--- config.mk ---
export PLATFORM = sky130hd
export DESIGN_NAME = char_lcd_bus_sequencer_flat
export DESIGN_NICKNAME = d
export VERILOG_FILES = /design/src/design/clbs_pkg.sv /design/src/design/clbs_in_if.sv /design/src/design/clbs_out_if.sv /design/src/design/char_lcd_bus_sequencer.sv /design/src/flat_wrapper.sv
export SDC_FILE = /design/constraint.sdc
export NUM_CORES = 1
export LEC_CHECK = 0
export BUFFER_PORTS_ARGS = -buffer_cell sky130_fd_sc_hd__buf_2
export CORE_MARGIN = 2
export CORE_UTILIZATION = 45
export CTS_CLUSTER_DIAMETER = 40
export CTS_CLUSTER_SIZE = 25
export DETAILED_ROUTE_END_ITERATION = 8
export SYNTH_ARGS = -nofsm -noshare
export SYNTH_HDL_FRONTEND = slang
export SYNTH_SLANG_ARGS = --single-unit
--- constraint.sdc ---
create_clock -name clk -period 7.48 [get_ports clk]
set_input_delay 2.244 -clock clk [delete_from_list [all_inputs] [get_ports clk]]
set_output_delay 2.244 -clock clk [all_outputs]
set_load 0.01 [all_outputs]
--- src/design/clbs_pkg.sv ---
`default_nettype none
package clbs_pkg;

  localparam int unsigned ACTION_W = 2;
  localparam int unsigned BYTE_W   = 8;
  localparam int unsigned TIMER_W  = 8;
  localparam int unsigned BUDGET_W = 16;
  localparam int unsigned CFG_IDX_W  = 2;
  localparam int unsigned CFG_DATA_W = 16;

  typedef logic [ACTION_W-1:0]  action_t;
  typedef logic [BYTE_W-1:0]    byte_t;
  typedef logic [TIMER_W-1:0]   timer_t;
  typedef logic [BUDGET_W-1:0]  budget_t;
  typedef logic [CFG_IDX_W-1:0] cfg_idx_t;
  typedef logic [CFG_DATA_W-1:0] cfg_data_t;

  // request codes; the spare code behaves as a tick
  localparam action_t ACT_TICK  = 2'd0;
  localparam action_t ACT_INSTR = 2'd1;
  localparam action_t ACT_DATA  = 2'd2;

  // register indexes
  localparam cfg_idx_t CFG_SETUP = 2'd0;
  localparam cfg_idx_t CFG_PULSE = 2'd1;
  localparam cfg_idx_t CFG_BUSY  = 2'd2;

  localparam timer_t  SETUP_RST = 8'd2;
  localparam timer_t  PULSE_RST = 8'd11;
  localparam budget_t BUSY_RST  = 16'd1000;

  localparam int unsigned BUSY_BIT = 7;

  typedef enum logic [8:0] {
    PH_IDLE      = 9'b000000001,
    PH_W_SETUP   = 9'b000000010,
    PH_W_HI      = 9'b000000100,
    PH_W_LO      = 9'b000001000,
    PH_P_SETUP   = 9'b000010000,
    PH_P_HI      = 9'b000100000,
    PH_P_LO_MORE = 9'b001000000,
    PH_P_LO_FREE = 9'b010000000,
    PH_P_LO_TOUT = 9'b100000000
  } phase_t;

endpackage
`default_nettype wire

--- src/design/clbs_in_if.sv ---
`default_nettype none
interface clbs_in_if;
  import clbs_pkg::*;

  logic    valid;
  logic    ready;
  action_t action;
  byte_t   byte_in;
  byte_t   bus_sample;

  modport source (output valid, action, byte_in, bus_sample, input ready);
  modport sink   (input valid, action, byte_in, bus_sample, output ready);
endinterface
`default_nettype wire

--- src/design/clbs_out_if.sv ---
`default_nettype none
interface clbs_out_if;
  import clbs_pkg::*;

  logic  valid;
  logic  ready;
  logic  pin_e;
  logic  pin_rs;
  logic  pin_rw;
  byte_t bus_out;
  logic  bus_drive;
  logic  ready_res;
  logic  done_res;
  logic  timed_out;

  modport source (output valid, pin_e, pin_rs, pin_rw, bus_out, bus_drive, ready_res,
                  done_res, timed_out, input ready);
  modport sink   (input valid, pin_e, pin_rs, pin_rw, bus_out, bus_drive, ready_res,
                  done_res, timed_out, output ready);
endinterface
`default_nettype wire

--- src/design/char_lcd_bus_sequencer.sv ---
// character-lcd bus sequencer for an 8-bit hd44780-style parallel bus. every input word
// (a tick, or a request to write an instruction or data byte) yields exactly one result
// word carrying the pin levels after that word: e, rs, rw, the driven byte and its drive
// enable, plus ready, done and timeout flags. time moves only on tick words; a write
// request while a sequence runs is dropped. after the write pulse the busy flag is polled
// (bit 7 of bus_sample on the tick that ends e high) up to busy_limit+1 times. one word is
// taken per clock: the phase update is a single pass into the result register, and the
// input side stays ready whenever that register is empty or being emptied in the same
// cycle. configuration is to be written only while idle (not enforced); no read-back.
`default_nettype none
module char_lcd_bus_sequencer (
  input  wire                 clk,
  input  wire                 rst_n,
  clbs_in_if.sink             in_ch,
  clbs_out_if.source          out_ch,
  input  wire                 cfg_we,
  input  wire clbs_pkg::cfg_idx_t  cfg_index,
  input  wire clbs_pkg::cfg_data_t cfg_data
);
  import clbs_pkg::*;

  // configuration registers
  timer_t  setup_ticks_r;
  timer_t  pulse_ticks_r;
  budget_t busy_limit_r;

  // sequencer state
  phase_t  phase_r,       phase_nxt;
  timer_t  tick_timer_r,  tick_timer_nxt;
  budget_t poll_budget_r, poll_budget_nxt;
  byte_t   held_byte_r,   held_byte_nxt;
  logic    held_mode_r,   held_mode_nxt;
  logic    rs_level_r,    rs_level_nxt;

  // result register
  logic    out_valid_r;
  logic    pin_e_r, pin_rs_r, pin_rw_r, bus_drive_r, ready_res_r, done_r, tout_r;
  byte_t   bus_out_r;

  logic    done_nxt, tout_nxt;
  logic    accept;
  logic    is_req;
  timer_t  pulse_len;
  logic    drive_nxt, write_nxt;

  // result slot is free, or its word leaves this cycle
  assign in_ch.ready = !out_valid_r || out_ch.ready;
  assign accept      = in_ch.valid && in_ch.ready;
  assign is_req      = (in_ch.action == ACT_INSTR) || (in_ch.action == ACT_DATA);
  // zero pulse width counts as one tick
  assign pulse_len   = (pulse_ticks_r == '0) ? timer_t'(1) : pulse_ticks_r;

  always_ff @(posedge clk) begin
    if (!rst_n) begin
      setup_ticks_r <= SETUP_RST;
      pulse_ticks_r <= PULSE_RST;
      busy_limit_r  <= BUSY_RST;
    end else if (cfg_we) begin
      unique case (cfg_index)
        CFG_SETUP: setup_ticks_r <= cfg_data[TIMER_W-1:0];
        CFG_PULSE: pulse_ticks_r <= cfg_data[TIMER_W-1:0];
        CFG_BUSY:  busy_limit_r  <= cfg_data[BUDGET_W-1:0];
        default: ;  // unknown index ignored
      endcase
    end
  end

  always_comb begin
    phase_nxt       = phase_r;
    tick_timer_nxt  = tick_timer_r;
    poll_budget_nxt = poll_budget_r;
    held_byte_nxt   = held_byte_r;
    held_mode_nxt   = held_mode_r;
    rs_level_nxt    = rs_level_r;
    done_nxt        = 1'b0;
    tout_nxt        = 1'b0;

    if (is_req) begin
      // request only latched when idle, otherwise dropped
      if (phase_r == PH_IDLE) begin
        held_byte_nxt = in_ch.byte_in;
        held_mode_nxt = (in_ch.action == ACT_DATA);
        rs_level_nxt  = (in_ch.action == ACT_DATA);
        if (setup_ticks_r == '0) begin
          phase_nxt      = PH_W_HI;
          tick_timer_nxt = pulse_len;
        end else begin
          phase_nxt      = PH_W_SETUP;
          tick_timer_nxt = setup_ticks_r;
        end
      end
    end else if (phase_r != PH_IDLE) begin
      if (tick_timer_r > timer_t'(1)) begin
        tick_timer_nxt = tick_timer_r - timer_t'(1);
      end else begin
        tick_timer_nxt = pulse_len;
        unique case (phase_r)
          PH_W_SETUP: phase_nxt = PH_W_HI;
          PH_W_HI:    phase_nxt = PH_W_LO;
          PH_P_SETUP: phase_nxt = PH_P_HI;
          PH_W_LO, PH_P_LO_MORE: begin
            // rs goes low for the status read
            if (phase_r == PH_W_LO) begin
              poll_budget_nxt = busy_limit_r;
            end
            rs_level_nxt = 1'b0;
            if (setup_ticks_r == '0) begin
              phase_nxt = PH_P_HI;
            end else begin
              phase_nxt      = PH_P_SETUP;
              tick_timer_nxt = setup_ticks_r;
            end
          end
          PH_P_HI: begin
            // busy flag sampled as e-high ends
            if (!in_ch.bus_sample[BUSY_BIT]) begin
              phase_nxt = PH_P_LO_FREE;
            end else if (poll_budget_r == '0) begin
              phase_nxt = PH_P_LO_TOUT;
            end else begin
              poll_budget_nxt = poll_budget_r - budget_t'(1);
              phase_nxt       = PH_P_LO_MORE;
            end
          end
          PH_P_LO_FREE, PH_P_LO_TOUT: begin
            rs_level_nxt   = 1'b1;
            done_nxt       = 1'b1;
            tout_nxt       = (phase_r == PH_P_LO_TOUT);
            phase_nxt      = PH_IDLE;
            tick_timer_nxt = '0;
          end
          default: begin
            phase_nxt      = PH_IDLE;
            tick_timer_nxt = '0;
          end
        endcase
      end
    end
  end

  assign drive_nxt = (phase_nxt == PH_W_HI) || (phase_nxt == PH_W_LO);
  assign write_nxt = (phase_nxt == PH_W_SETUP) || drive_nxt;

  always_ff @(posedge clk) begin
    if (!rst_n) begin
      phase_r       <= PH_IDLE;
      tick_timer_r  <= '0;
      poll_budget_r <= '0;
      held_byte_r   <= '0;
      held_mode_r   <= 1'b0;
      rs_level_r    <= 1'b1;
    end else if (accept) begin
      phase_r       <= phase_nxt;
      tick_timer_r  <= tick_timer_nxt;
      poll_budget_r <= poll_budget_nxt;
      held_byte_r   <= held_byte_nxt;
      held_mode_r   <= held_mode_nxt;
      rs_level_r    <= rs_level_nxt;
    end
  end

  always_ff @(posedge clk) begin
    if (!rst_n) begin
      out_valid_r <= 1'b0;
    end else if (accept) begin
      out_valid_r <= 1'b1;
    end else if (out_ch.ready) begin
      out_valid_r <= 1'b0;
    end
  end

  // result payload, loaded with each accepted word
  always_ff @(posedge clk) begin
    if (accept) begin
      pin_e_r     <= (phase_nxt == PH_W_HI) || (phase_nxt == PH_P_HI);
      pin_rs_r    <= rs_level_nxt;
      pin_rw_r    <= !write_nxt;
      bus_out_r   <= drive_nxt ? held_byte_nxt : '0;
      bus_drive_r <= drive_nxt;
      ready_res_r <= (phase_nxt == PH_IDLE);
      done_r      <= done_nxt;
      tout_r      <= tout_nxt;
    end
  end

  assign out_ch.valid     = out_valid_r;
  assign out_ch.pin_e     = pin_e_r;
  assign out_ch.pin_rs    = pin_rs_r;
  assign out_ch.pin_rw    = pin_rw_r;
  assign out_ch.bus_out   = bus_out_r;
  assign out_ch.bus_drive = bus_drive_r;
  assign out_ch.ready_res = ready_res_r;
  assign out_ch.done_res  = done_r;
  assign out_ch.timed_out = tout_r;

`ifndef NO_ASSERTIONS
  // a finished sequence always leaves the block idle
  a_done_idle: assert property (@(posedge clk) disable iff (!rst_n)
    out_ch.valid && out_ch.done_res |-> out_ch.ready_res)
    else $error("done without idle");

  // timeout only reported together with done
  a_tout_done: assert property (@(posedge clk) disable iff (!rst_n)
    out_ch.valid && out_ch.timed_out |-> out_ch.done_res)
    else $error("timeout without done");

  // data lines only driven during a write
  a_drive_write: assert property (@(posedge clk) disable iff (!rst_n)
    out_ch.valid && out_ch.bus_drive |-> !out_ch.pin_rw)
    else $error("bus driven while reading");

  // held result word is not overwritten while stalled
  a_no_overrun: assert property (@(posedge clk) disable iff (!rst_n)
    out_valid_r && !out_ch.ready |-> !accept)
    else $error("result overrun");
`endif

endmodule
`default_nettype wire

--- src/flat_wrapper.sv ---
// flat-port wrapper written by rule: the top's interface ports become plain ports
module char_lcd_bus_sequencer_flat import clbs_pkg::*;
  (clk, rst_n, cfg_we, cfg_index, cfg_data, in_ch_valid, in_ch_action, in_ch_byte_in, in_ch_bus_sample, in_ch_ready, out_ch_valid, out_ch_pin_e, out_ch_pin_rs, out_ch_pin_rw, out_ch_bus_out, out_ch_bus_drive, out_ch_ready_res, out_ch_done_res, out_ch_timed_out, out_ch_ready);
  clbs_in_if in_ch_i ();
  clbs_out_if out_ch_i ();
  input  wire clk;
  input  wire rst_n;
  input  wire cfg_we;
  input  wire clbs_pkg::cfg_idx_t cfg_index;
  input  wire clbs_pkg::cfg_data_t cfg_data;
  input wire logic [$bits(in_ch_i.valid)-1:0] in_ch_valid;
  input wire logic [$bits(in_ch_i.action)-1:0] in_ch_action;
  input wire logic [$bits(in_ch_i.byte_in)-1:0] in_ch_byte_in;
  input wire logic [$bits(in_ch_i.bus_sample)-1:0] in_ch_bus_sample;
  output wire logic [$bits(in_ch_i.ready)-1:0] in_ch_ready;
  output wire logic [$bits(out_ch_i.valid)-1:0] out_ch_valid;
  output wire logic [$bits(out_ch_i.pin_e)-1:0] out_ch_pin_e;
  output wire logic [$bits(out_ch_i.pin_rs)-1:0] out_ch_pin_rs;
  output wire logic [$bits(out_ch_i.pin_rw)-1:0] out_ch_pin_rw;
  output wire logic [$bits(out_ch_i.bus_out)-1:0] out_ch_bus_out;
  output wire logic [$bits(out_ch_i.bus_drive)-1:0] out_ch_bus_drive;
  output wire logic [$bits(out_ch_i.ready_res)-1:0] out_ch_ready_res;
  output wire logic [$bits(out_ch_i.done_res)-1:0] out_ch_done_res;
  output wire logic [$bits(out_ch_i.timed_out)-1:0] out_ch_timed_out;
  input wire logic [$bits(out_ch_i.ready)-1:0] out_ch_ready;
  assign in_ch_i.valid = in_ch_valid;
  assign in_ch_i.action = in_ch_action;
  assign in_ch_i.byte_in = in_ch_byte_in;
  assign in_ch_i.bus_sample = in_ch_bus_sample;
  assign in_ch_ready = in_ch_i.ready;
  assign out_ch_valid = out_ch_i.valid;
  assign out_ch_pin_e = out_ch_i.pin_e;
  assign out_ch_pin_rs = out_ch_i.pin_rs;
  assign out_ch_pin_rw = out_ch_i.pin_rw;
  assign out_ch_bus_out = out_ch_i.bus_out;
  assign out_ch_bus_drive = out_ch_i.bus_drive;
  assign out_ch_ready_res = out_ch_i.ready_res;
  assign out_ch_done_res = out_ch_i.done_res;
  assign out_ch_timed_out = out_ch_i.timed_out;
  assign out_ch_i.ready = out_ch_ready;
  char_lcd_bus_sequencer u_core (.clk(clk), .rst_n(rst_n), .in_ch(in_ch_i), .out_ch(out_ch_i), .cfg_we(cfg_we), .cfg_index(cfg_index), .cfg_data(cfg_data));
endmodule
==> flow_summary.toml, run 1 <==
[sta]
hold_slack_ns = 0.457
hold_violations = 0
drv_slew = 0
fin_tns_setup_ns = 0
slew_headroom_pct = 19.7
setup_viol = 0
rsz0062_at_grt = "no"
finalCritPeriodShare_pct = 65.3
fmax_ghz = 0.205
max_slew.worst_pin.slew_ns = 1.20
finalCriticalPeriod_ns = 4.89
fin_skew_ns = 0.0196

[floorplan]
core-area_mm2 = 0.0103
start_util_pct = 46.2
io_pins = 58
row_count = 37
die_area_mm2 = 0.0114
die_w_um = 107
die_h_um = 107

[setup_path]
crit_required_ns = 5.24
crit_top_cell = "buf_2"
arrival_ns = 2.64
end_kind = "output port"
crit_family = "buffers and inverters"
critical_path_class = "in -> out"
crit_slowest_cell = "nand2b_1"
path_cells = "buf_2, nand2b_1, buf_2"
critPathMaxStageDelay_ns = 0.16
worst-path-max-fanout = 3
cp_num_buf_inv = 2
start_kind = "input port"

[synthesis]
yosys.area_share.simple_pct = 27.5
synth_xor_area_share_pct = 1.65
ys_top_cells_by_area = "dfxtp_1, edfxtp_1, nand2_1"
synth_compound_area_share_pct = 22.1
synth-main-ff-cell = "dfxtp_1"
synth_top_family_by_area = "simple AND/OR/NAND/NOR gates"
synthArstFlopShare_pct = 0
synth_nets = 621
ys_types = 78
ys_ff_latch = 90
syn_inst = 576
synthAdderAreaFrac_pct = 1.05
seq_area_frac_synth_pct = 40.9
ys_warn_count = 0
synth.most_common_cell = "nand2_1"
synth_top_area_share_pct = 31.5
synth_area_mm2 = 0.00477
synthTopCellsByCount = "nand2_1, dfxtp_1, a21oi_1, nor2_1, clkbuf_1"
synth_top_area_cell = "dfxtp_1"
muxShareOfSynthArea_pct = 2.18
synth_edf_count = 15
synth_area_per_cell_um2 = 8.28

[place]
dp_hpwl_um = 8030
io_buffers = 50
place_area_mm2 = 0.00505
routabilityCongestion = 0.852

[routing]
first_pass_iters = 5
drc = 0
finalWirelength_um = 11400
vias_per_cell = 5.62
wl_per_cell_um = 15.2
ant_nets = 0
vias = 4205
dr.first_iter.drc_count = 207

[grt]
first_global_vias = 3927
grt_use_total_pct = 20.9
grt.overflow.total = 0
grt_max_degree = 35
grt_first_pass_wirelength_um = 19300
antenna_found_initial = 0

[power_and_ir_drop]
p_per_area_mw_per_mm2 = 207
total_power_mw = 1.09
cellLeakagePower_nw = 1.99
peakVddDrop_mv = 0.0934

[clock_tree]
cts_htree_levels = 3
postCtsSetupBuffers = 0
cts_buffer_depth = 2
cts-resized-gates = 0
postCtsHoldBufs = 0
cts_tree = "yes"
root_buffer = "clkbuf_8"
numClockSinks = 90
cts_inserted_buffers = 9
clkLatencyLatePin_ns = 0.37
clk_pin_slew_ns = 0.10

[cells_and_area]
layout-drive-gt1-share_pct = 17.6
nFillCells = 1032
diodes = 0
fin_area_mm2 = 0.00524
final_nets = 652
area_growth_pct = 9.92

[min_path]
hp-class = "reg -> reg"

[flow_run]
drv_cap = 0

[run_status]
run_status = "complete, no violations"
## stage by stage
step / util [%] / instances / setup slack, ns
after global placement: 48.9 / 732 / 2.48
final: 50.8 / 748 / 2.59
after CTS: 50.8 / 748 / 2.60
after floorplan: - / 576 / 2.81
after global routing: 50.8 / 748 / 2.57
after detailed placement: 48.9 / 732 / 2.45
## flip-flops by register name, indices dropped and copies added, names as in the netlist
register,count
u_core.busy_limit_r,16
u_core.held_byte_r,8
u_core.out_ch.bus_drive,1
u_core.out_ch.bus_out,8
u_core.out_ch.done_res,1
u_core.out_ch.pin_e,1
u_core.out_ch.pin_rs,1
u_core.out_ch.pin_rw,1
u_core.out_ch.ready_res,1
u_core.out_ch.timed_out,1
u_core.out_ch.valid,1
u_core.phase_r,9
u_core.poll_budget_r,16
u_core.pulse_ticks_r,8
u_core.rs_level_r,1
u_core.setup_ticks_r,8
u_core.tick_timer_r,8
## worst register-to-register path: cells and delay by family (launching register included)
| family | cells | cell delay (ns) |
|---|---|---|
| and+or+nand+nor | 3 | 1.16 |
| DFF | 1 | 0.44 |
| AOI/OAI and AO/OA | 3 | 1.38 |
## metal layers
metal / track usage [%] / up-vias / part of all wire, %
met2: 32.7 / 125 / 45
li1: - / 2119 / -
met1: 29.4 / 1953 / 49
met3: 4.07 / 8 / 5.5
met4: 5.94 / 0 / 0.76
met5: 0 / - / 0
## power by group
part           internal (mW)  switching, mW
clock                  0.130          0.199
sequential             0.516         0.0192
combinational         0.0851          0.138
total                  0.730          0.356
## worst paths after layout
path / start / to / slack [ns] / depth (start not counted)
min reg2reg: u_core.held_byte_r[5]$_SDFFE_PN0P_ / u_core.held_byte_r[5]$_SDFFE_PN0P_ / 0.46 / 2
min: u_core.held_byte_r[5]$_SDFFE_PN0P_ / u_core.held_byte_r[5]$_SDFFE_PN0P_ / 0.46 / 2
max reg2reg: u_core.phase_r[2]$_SDFFE_PN0P_ / u_core.tick_timer_r[0]$_SDFFE_PN0P_ / 4.41 / 6
max: out_ch_ready / in_ch_ready / 2.59 / 3
## cells by family (layout without fill, tap and decap cells)
logic type / count (synthesis) / after routing
and+or+nand+nor: 261 / 261
AOI/OAI and AO/OA: 155 / 155
DFF: 90 / 90
buffers and inverters: 47 / 83
muxes: 10 / 10
xor gates and xnor gates: 9 / 9
adders and majority gates: 4 / 4
## area by class of cell
class                   instances  area (µm²)  area share [%]
inverters                      13        48.8           0.931
well taps                     136         170            3.25
repair buffers                 54         280            5.35
clock buffers                   9         124            2.36
multi-input cells             439        2600            49.6
clock inverters                 7        66.3            1.26
flip-flops and latches         90        1950            37.2
## layout by cell type (no fill, tap or decap), drive strengths merged, types with 4 or more instances in the layout
cell type    n
nand2b       7
nor4        12
o21a         7
o221a        5
dfxtp       75
nor3        20
nand3       12
or3          7
o211ai       4
a21o         4
xnor2        7
a31oi        7
nor2        57
o21ai       22
a21oi       69
clkbuf       9
nand2      112
a22oi        4
ha           4
inv         17
or2          6
nand4        5
edfxtp      15
buf         54
o22ai        6
mux2i       10
Power figures use the tool's default switching activity.
==> run 2: changes to the inputs <==
--- a/config.mk
+++ b/config.mk
@@ -11,6 +11,7 @@
 export CTS_CLUSTER_DIAMETER = 40
 export CTS_CLUSTER_SIZE = 25
 export DETAILED_ROUTE_END_ITERATION = 8
+export PLACE_DENSITY = 0.67
 export SYNTH_ARGS = -nofsm -noshare
 export SYNTH_HDL_FRONTEND = slang
 export SYNTH_SLANG_ARGS = --single-unit
==> constraint.sdc (replaced) <==
create_clock -name clk -period 4.2 [get_ports clk]
set_input_delay 1.26 -clock clk [delete_from_list [all_inputs] [get_ports clk]]
set_output_delay 1.26 -clock clk [all_outputs]
set_load 0.01 [all_outputs]
==> run 2 against run 1 <==
Net effect:
- final cell count is 0.94% higher
- total power rose by 79%
- critical path depth increased by 6
- register-to-register slack worse by 3.0 ns
- hold slack improved by 0.0013 ns
- design area is 1.1% higher
==> flow_summary.toml, run 2 (synthesis results as in run 1) <==
[floorplan]
start_util_pct = 46.2
row_count = 37
die_w_um = 107
die_h_um = 107
io_pins = 58
core-area_mm2 = 0.0103
die_area_mm2 = 0.0114

[setup_path]
arrival_ns = 3.42
start_kind = "input port"
crit_required_ns = 4.33
crit_top_cell = "inv_1"
end_kind = "register"
critical_path_class = "in -> reg"
critPathMaxStageDelay_ns = 0.46
crit_slowest_cell = "nor4_4"
path_cells = "buf_2, inv_1, ha_1, inv_1, nor4_4, nand2_1, mux2i_2, o2111ai_4, o21a_1"
worst-path-max-fanout = 10

[place]
dp_hpwl_um = 8120
routabilityCongestion = 0.891
io_buffers = 50

[power_and_ir_drop]
peakVddDrop_mv = 0.133
cellLeakagePower_nw = 2.02
p_per_area_mw_per_mm2 = 366
total_power_mw = 1.94

[clock_tree]
cts_tree = "yes"
cts-resized-gates = 0
cts_inserted_buffers = 9
numClockSinks = 90
cts_htree_levels = 3
postCtsHoldBufs = 0
clk_pin_slew_ns = 0.10
root_buffer = "clkbuf_8"
clkLatencyLatePin_ns = 0.38
postCtsSetupBuffers = 0
cts_buffer_depth = 2

[routing]
dr.first_iter.drc_count = 351
vias_per_cell = 5.70
ant_nets = 0
finalWirelength_um = 11500
drc = 0
wl_per_cell_um = 15.2
vias = 4302
first_pass_iters = 5

[grt]
use_met1_pct = 27.7
grt.overflow.total = 0
first_global_vias = 4054
grt_use_met3_pct = 2.98
grt_first_pass_wirelength_um = 19400
busiest_layer = "met2"
grt_use_total_pct = 20.8
antenna_found_initial = 0
grt_max_degree = 32
grt_use_met2_pct = 34.8

[sta]
finalCritPeriodShare_pct = 78.3
fin_skew_ns = 0.0228
drv_slew = 0
slew_headroom_pct = 22.6
hold_violations = 0
fin_tns_setup_ns = 0
rsz0062_at_grt = "no"
fmax_ghz = 0.304
finalCriticalPeriod_ns = 3.29
max_slew.worst_pin.slew_ns = 1.15
setup_viol = 0

[cells_and_area]
final_nets = 659
diodes = 0
layout-drive-gt1-share_pct = 18.6
nFillCells = 1006
area_growth_pct = 11.1
layout_commonest_cell = "nand2_1"
top_regs = "u_core.busy_limit_r (16), u_core.poll_budget_r (16), u_core.phase_r (9)"
layout_common_cells = "nand2_1, dfxtp_1, a21oi_1"

[min_path]
hp-class = "reg -> reg"

[flow_run]
drv_cap = 0

[run_status]
run_status = "complete, no violations"
run 2: cell count changes in the layout (fill, tap and decap cells not counted):
cell / previous run / this run
buf_4: 4 / 11
clkinv_8: 0 / 1
inv_8: 2 / 1
run 2: metrics by stage:
step | instances | util (%) | hold slack [ns] | cell area, µm² | setup WS (ns)
global placement | 739 | 49.4 | 0.439 | 5100 | 0.539
global route | 755 | 51.3 | 0.483 | 5300 | 0.752
finish | 755 | 51.3 | 0.458 | 5300 | 0.911
CTS | 755 | 51.3 | 0.461 | 5300 | 0.887
floorplan | 576 | - | 0.432 | 4770 | 0.732
detailed placement | 739 | 49.4 | 0.446 | 5100 | 0.514
run 2: worst paths after layout:
kind / slack, ns / from / cells past startpoint / endpoint
worst max-delay path: 0.91 / in_ch_action[0] / 9 / u_core.out_ch.pin_rw$_DFFE_PP_
worst min-delay path: 0.46 / u_core.held_byte_r[5]$_SDFFE_PN0P_ / 2 / u_core.held_byte_r[5]$_SDFFE_PN0P_
worst max register to register: 1.45 / u_core.poll_budget_r[0]$_SDFFE_PN0P_ / 9 / u_core.poll_budget_r[4]$_SDFFE_PN0P_
worst min register to register: 0.46 / u_core.held_byte_r[5]$_SDFFE_PN0P_ / 2 / u_core.held_byte_r[5]$_SDFFE_PN0P_
run 2: layout make-up:
| type | instances | area (µm²) | area share (%) |
|---|---|---|---|
| clock buffers | 9 | 124 | 2.34 |
| repair buffers | 61 | 333 | 6.28 |
| clock inverters | 7 | 71.3 | 1.35 |
| inverters | 13 | 48.8 | 0.921 |
| flip-flops and latches | 90 | 1950 | 36.8 |
| well taps | 136 | 170 | 3.21 |
| multi-input cells | 439 | 2600 | 49.1 |
run 2: critical path, delay by kind of cell:
family                     cells  cell delay [ns]
muxes                          1             0.37
buffers and inverters          3             0.26
and+or+nand+nor                2             0.75
AOI/OAI and AO/OA              2             0.50
adders and majority gates      1             0.29
run 2: report_power, final:
part	leakage (nW)	internal, mW	switching, mW
clock	0.0991	0.231	0.347
combinational	1.16	0.160	0.249
sequential	0.760	0.918	0.0344
total	2.02	1.31	0.630
run 2: layer usage:
metal	part of all wire [%]	routed length [µm]
met4	1.5	168
met2	46	5340
met3	4.4	502
met1	48	5480
met5	0	0
==> run 3: changes to the inputs <==
==> constraint.sdc (replaced) <==
create_clock -name clk -period 2.7 [get_ports clk]
set_input_delay 0.81 -clock clk [delete_from_list [all_inputs] [get_ports clk]]
set_output_delay 0.81 -clock clk [all_outputs]
set_load 0.01 [all_outputs]
==> run 3 against run 2 <==
Net effect:
- final cell count up 3.6%
- largest power group unchanged
- sequential share of layout area down 1.9 points
- highest routed layer unchanged
- largest cell class unchanged
- design area up 5.4%
==> flow_summary.toml, run 3 (synthesis results as in run 1) <==
[sta]
fin_skew_ns = 0.00889
fmax_ghz = 0.388
finalCriticalPeriod_ns = 2.58
finalCritPeriodShare_pct = 95.5
rsz0062_at_grt = "no"
fin_tns_setup_ns = 0
setup_viol = 0
drv_slew = 0
slew_headroom_pct = 51.4
hold_violations = 0
max_slew.worst_pin.slew_ns = 0.727
hold_slack_ns = 0.456

[setup_path]
start_kind = "input port"
critical_path_class = "in -> reg"
worst-path-max-fanout = 9
r2r_start = "u_core.tick_timer_r[0]$_SDFFE_PN0P_"
crit_slowest_cell = "o41a_1"
arrival_ns = 2.82
path_cells = "buf_2, inv_12, ha_4, clkinvlp_4, o41a_1, a221oi_4, o21a_1, o2111ai_4, buf_12, a21oi_2"
reg2reg_depth = 11
r2r_setup_slack_ns = 0.22
cp_num_buf_inv = 4
end_kind = "register"
crit_required_ns = 2.94
crit_family = "compound AO/OA/AOI/OAI gates"
critPathMaxStageDelay_ns = 0.48
r2r_end = "u_core.out_ch.bus_out[1]$_SDFFCE_PN0P_"

[power_and_ir_drop]
total_power_mw = 3.11
peakVddDrop_mv = 0.316
p_per_area_mw_per_mm2 = 557
cellLeakagePower_nw = 2.16

[grt]
grt_use_total_pct = 21.5
antenna_found_initial = 0
grt_max_degree = 32
grt_first_pass_wirelength_um = 19800
grt.overflow.total = 0
first_global_vias = 4119

[place]
dp_cells = 766
io_buffers = 50
dp_hpwl_um = 8700
routabilityCongestion = 0.927

[floorplan]
die_h_um = 107
die_w_um = 107
start_util_pct = 46.2
die_area_mm2 = 0.0114
core-area_mm2 = 0.0103
row_count = 37
io_pins = 58

[cells_and_area]
final_cells = 782
layout-drive-gt1-share_pct = 22.8
top_regs = "u_core.busy_limit_r (16), u_core.poll_budget_r (16), u_core.phase_r (9)"
diodes = 0
area_growth_pct = 17.1
final_nets = 686
layout_common_cells = "nand2_1, dfxtp_1, a21oi_1"
utilization_pct = 54.1
layout_commonest_cell = "nand2_1"

[clock_tree]
cts_htree_levels = 3
numClockSinks = 90
cts_inserted_buffers = 9
postCtsSetupBuffers = 0
postCtsHoldBufs = 0
cts_buffer_depth = 2
cts_tree = "yes"
clkLatencyLatePin_ns = 0.38
root_buffer = "clkbuf_8"
clk_pin_slew_ns = 0.09

[min_path]
whs_path_depth = 2
worstHoldStart = "u_core.busy_limit_r[0]$_SDFFE_PN0P_"
holdPathEnd = "u_core.busy_limit_r[0]$_SDFFE_PN0P_"
hp-class = "reg -> reg"

[flow_run]
drv_cap = 0

[routing]
vias_per_cell = 5.72
ant_nets = 0
first_pass_iters = 5
dr.first_iter.drc_count = 238
wl_per_cell_um = 15.3
drc = 0
vias = 4473
finalWirelength_um = 11900

[run_status]
run_status = "complete, no violations"
==> run 3: where the power goes <==
group	switching, mW	internal [mW]	leakage [nW]
Clock	0.520	0.402	0.0932
Combinational	0.409	0.303	1.31
Sequential	0.0511	1.43	0.760
Total	0.980	2.13	2.16
==> run 3: how the worst max path moves through the flow <==
stage                    startpoint                                      to  cells past startpoint
finish              in_ch_action[0]  u_core.out_ch.bus_out[1]$_SDFFCE_PN0P_                     10
global route        in_ch_action[0]  u_core.out_ch.bus_out[1]$_SDFFCE_PN0P_                     10
global placement    in_ch_action[0]  u_core.out_ch.bus_out[6]$_SDFFCE_PN0P_                     10
CTS                 in_ch_action[0]  u_core.out_ch.bus_out[1]$_SDFFCE_PN0P_                     10
detailed placement  in_ch_action[0]  u_core.out_ch.bus_out[3]$_SDFFCE_PN0P_                     10
floorplan           in_ch_action[0]          u_core.out_ch.pin_rw$_DFFE_PP_                      9
==> run 3: layout make-up <==
class                      count  area (µm²)
fill                         949        4740
multi-input combinational    439        2640
sequential                    90        1950
timing repair buffer          88         561
tap                          136         170
clock buffer                  11         153
inverter                      13        65.1
clock inverter                 5        43.8
==> run 3: through the flow <==
step	instance area, µm²	setup WS [ns]
2_1_floorplan	4810	-0.289
3_3_place_gp	5370	-0.229
3_5_place_dp	5370	-0.288
4_1_cts	5570	0.0966
5_1_grt	5590	0.0246
6_report	5590	0.123
==> run 3: routing by layer <==
layer | wire [µm] | global-route usage, %
met1 | 5430 | 28.3
met2 | 5550 | 35.1
met3 | 748 | 3.65
met4 | 198 | 8.53
met5 | 0 | 0
==> run 3: worst min-delay path: stages, from the launching register on <==
cell     delay, ns
dfxtp_1       0.32
nand2_1       0.05
a21oi_1       0.05
==> run 3: timing repair <==
item	in CTS	in global routing
endpoints found under the hold margin	0	0
gates resized for setup	0	3
setup endpoints to repair	0	11
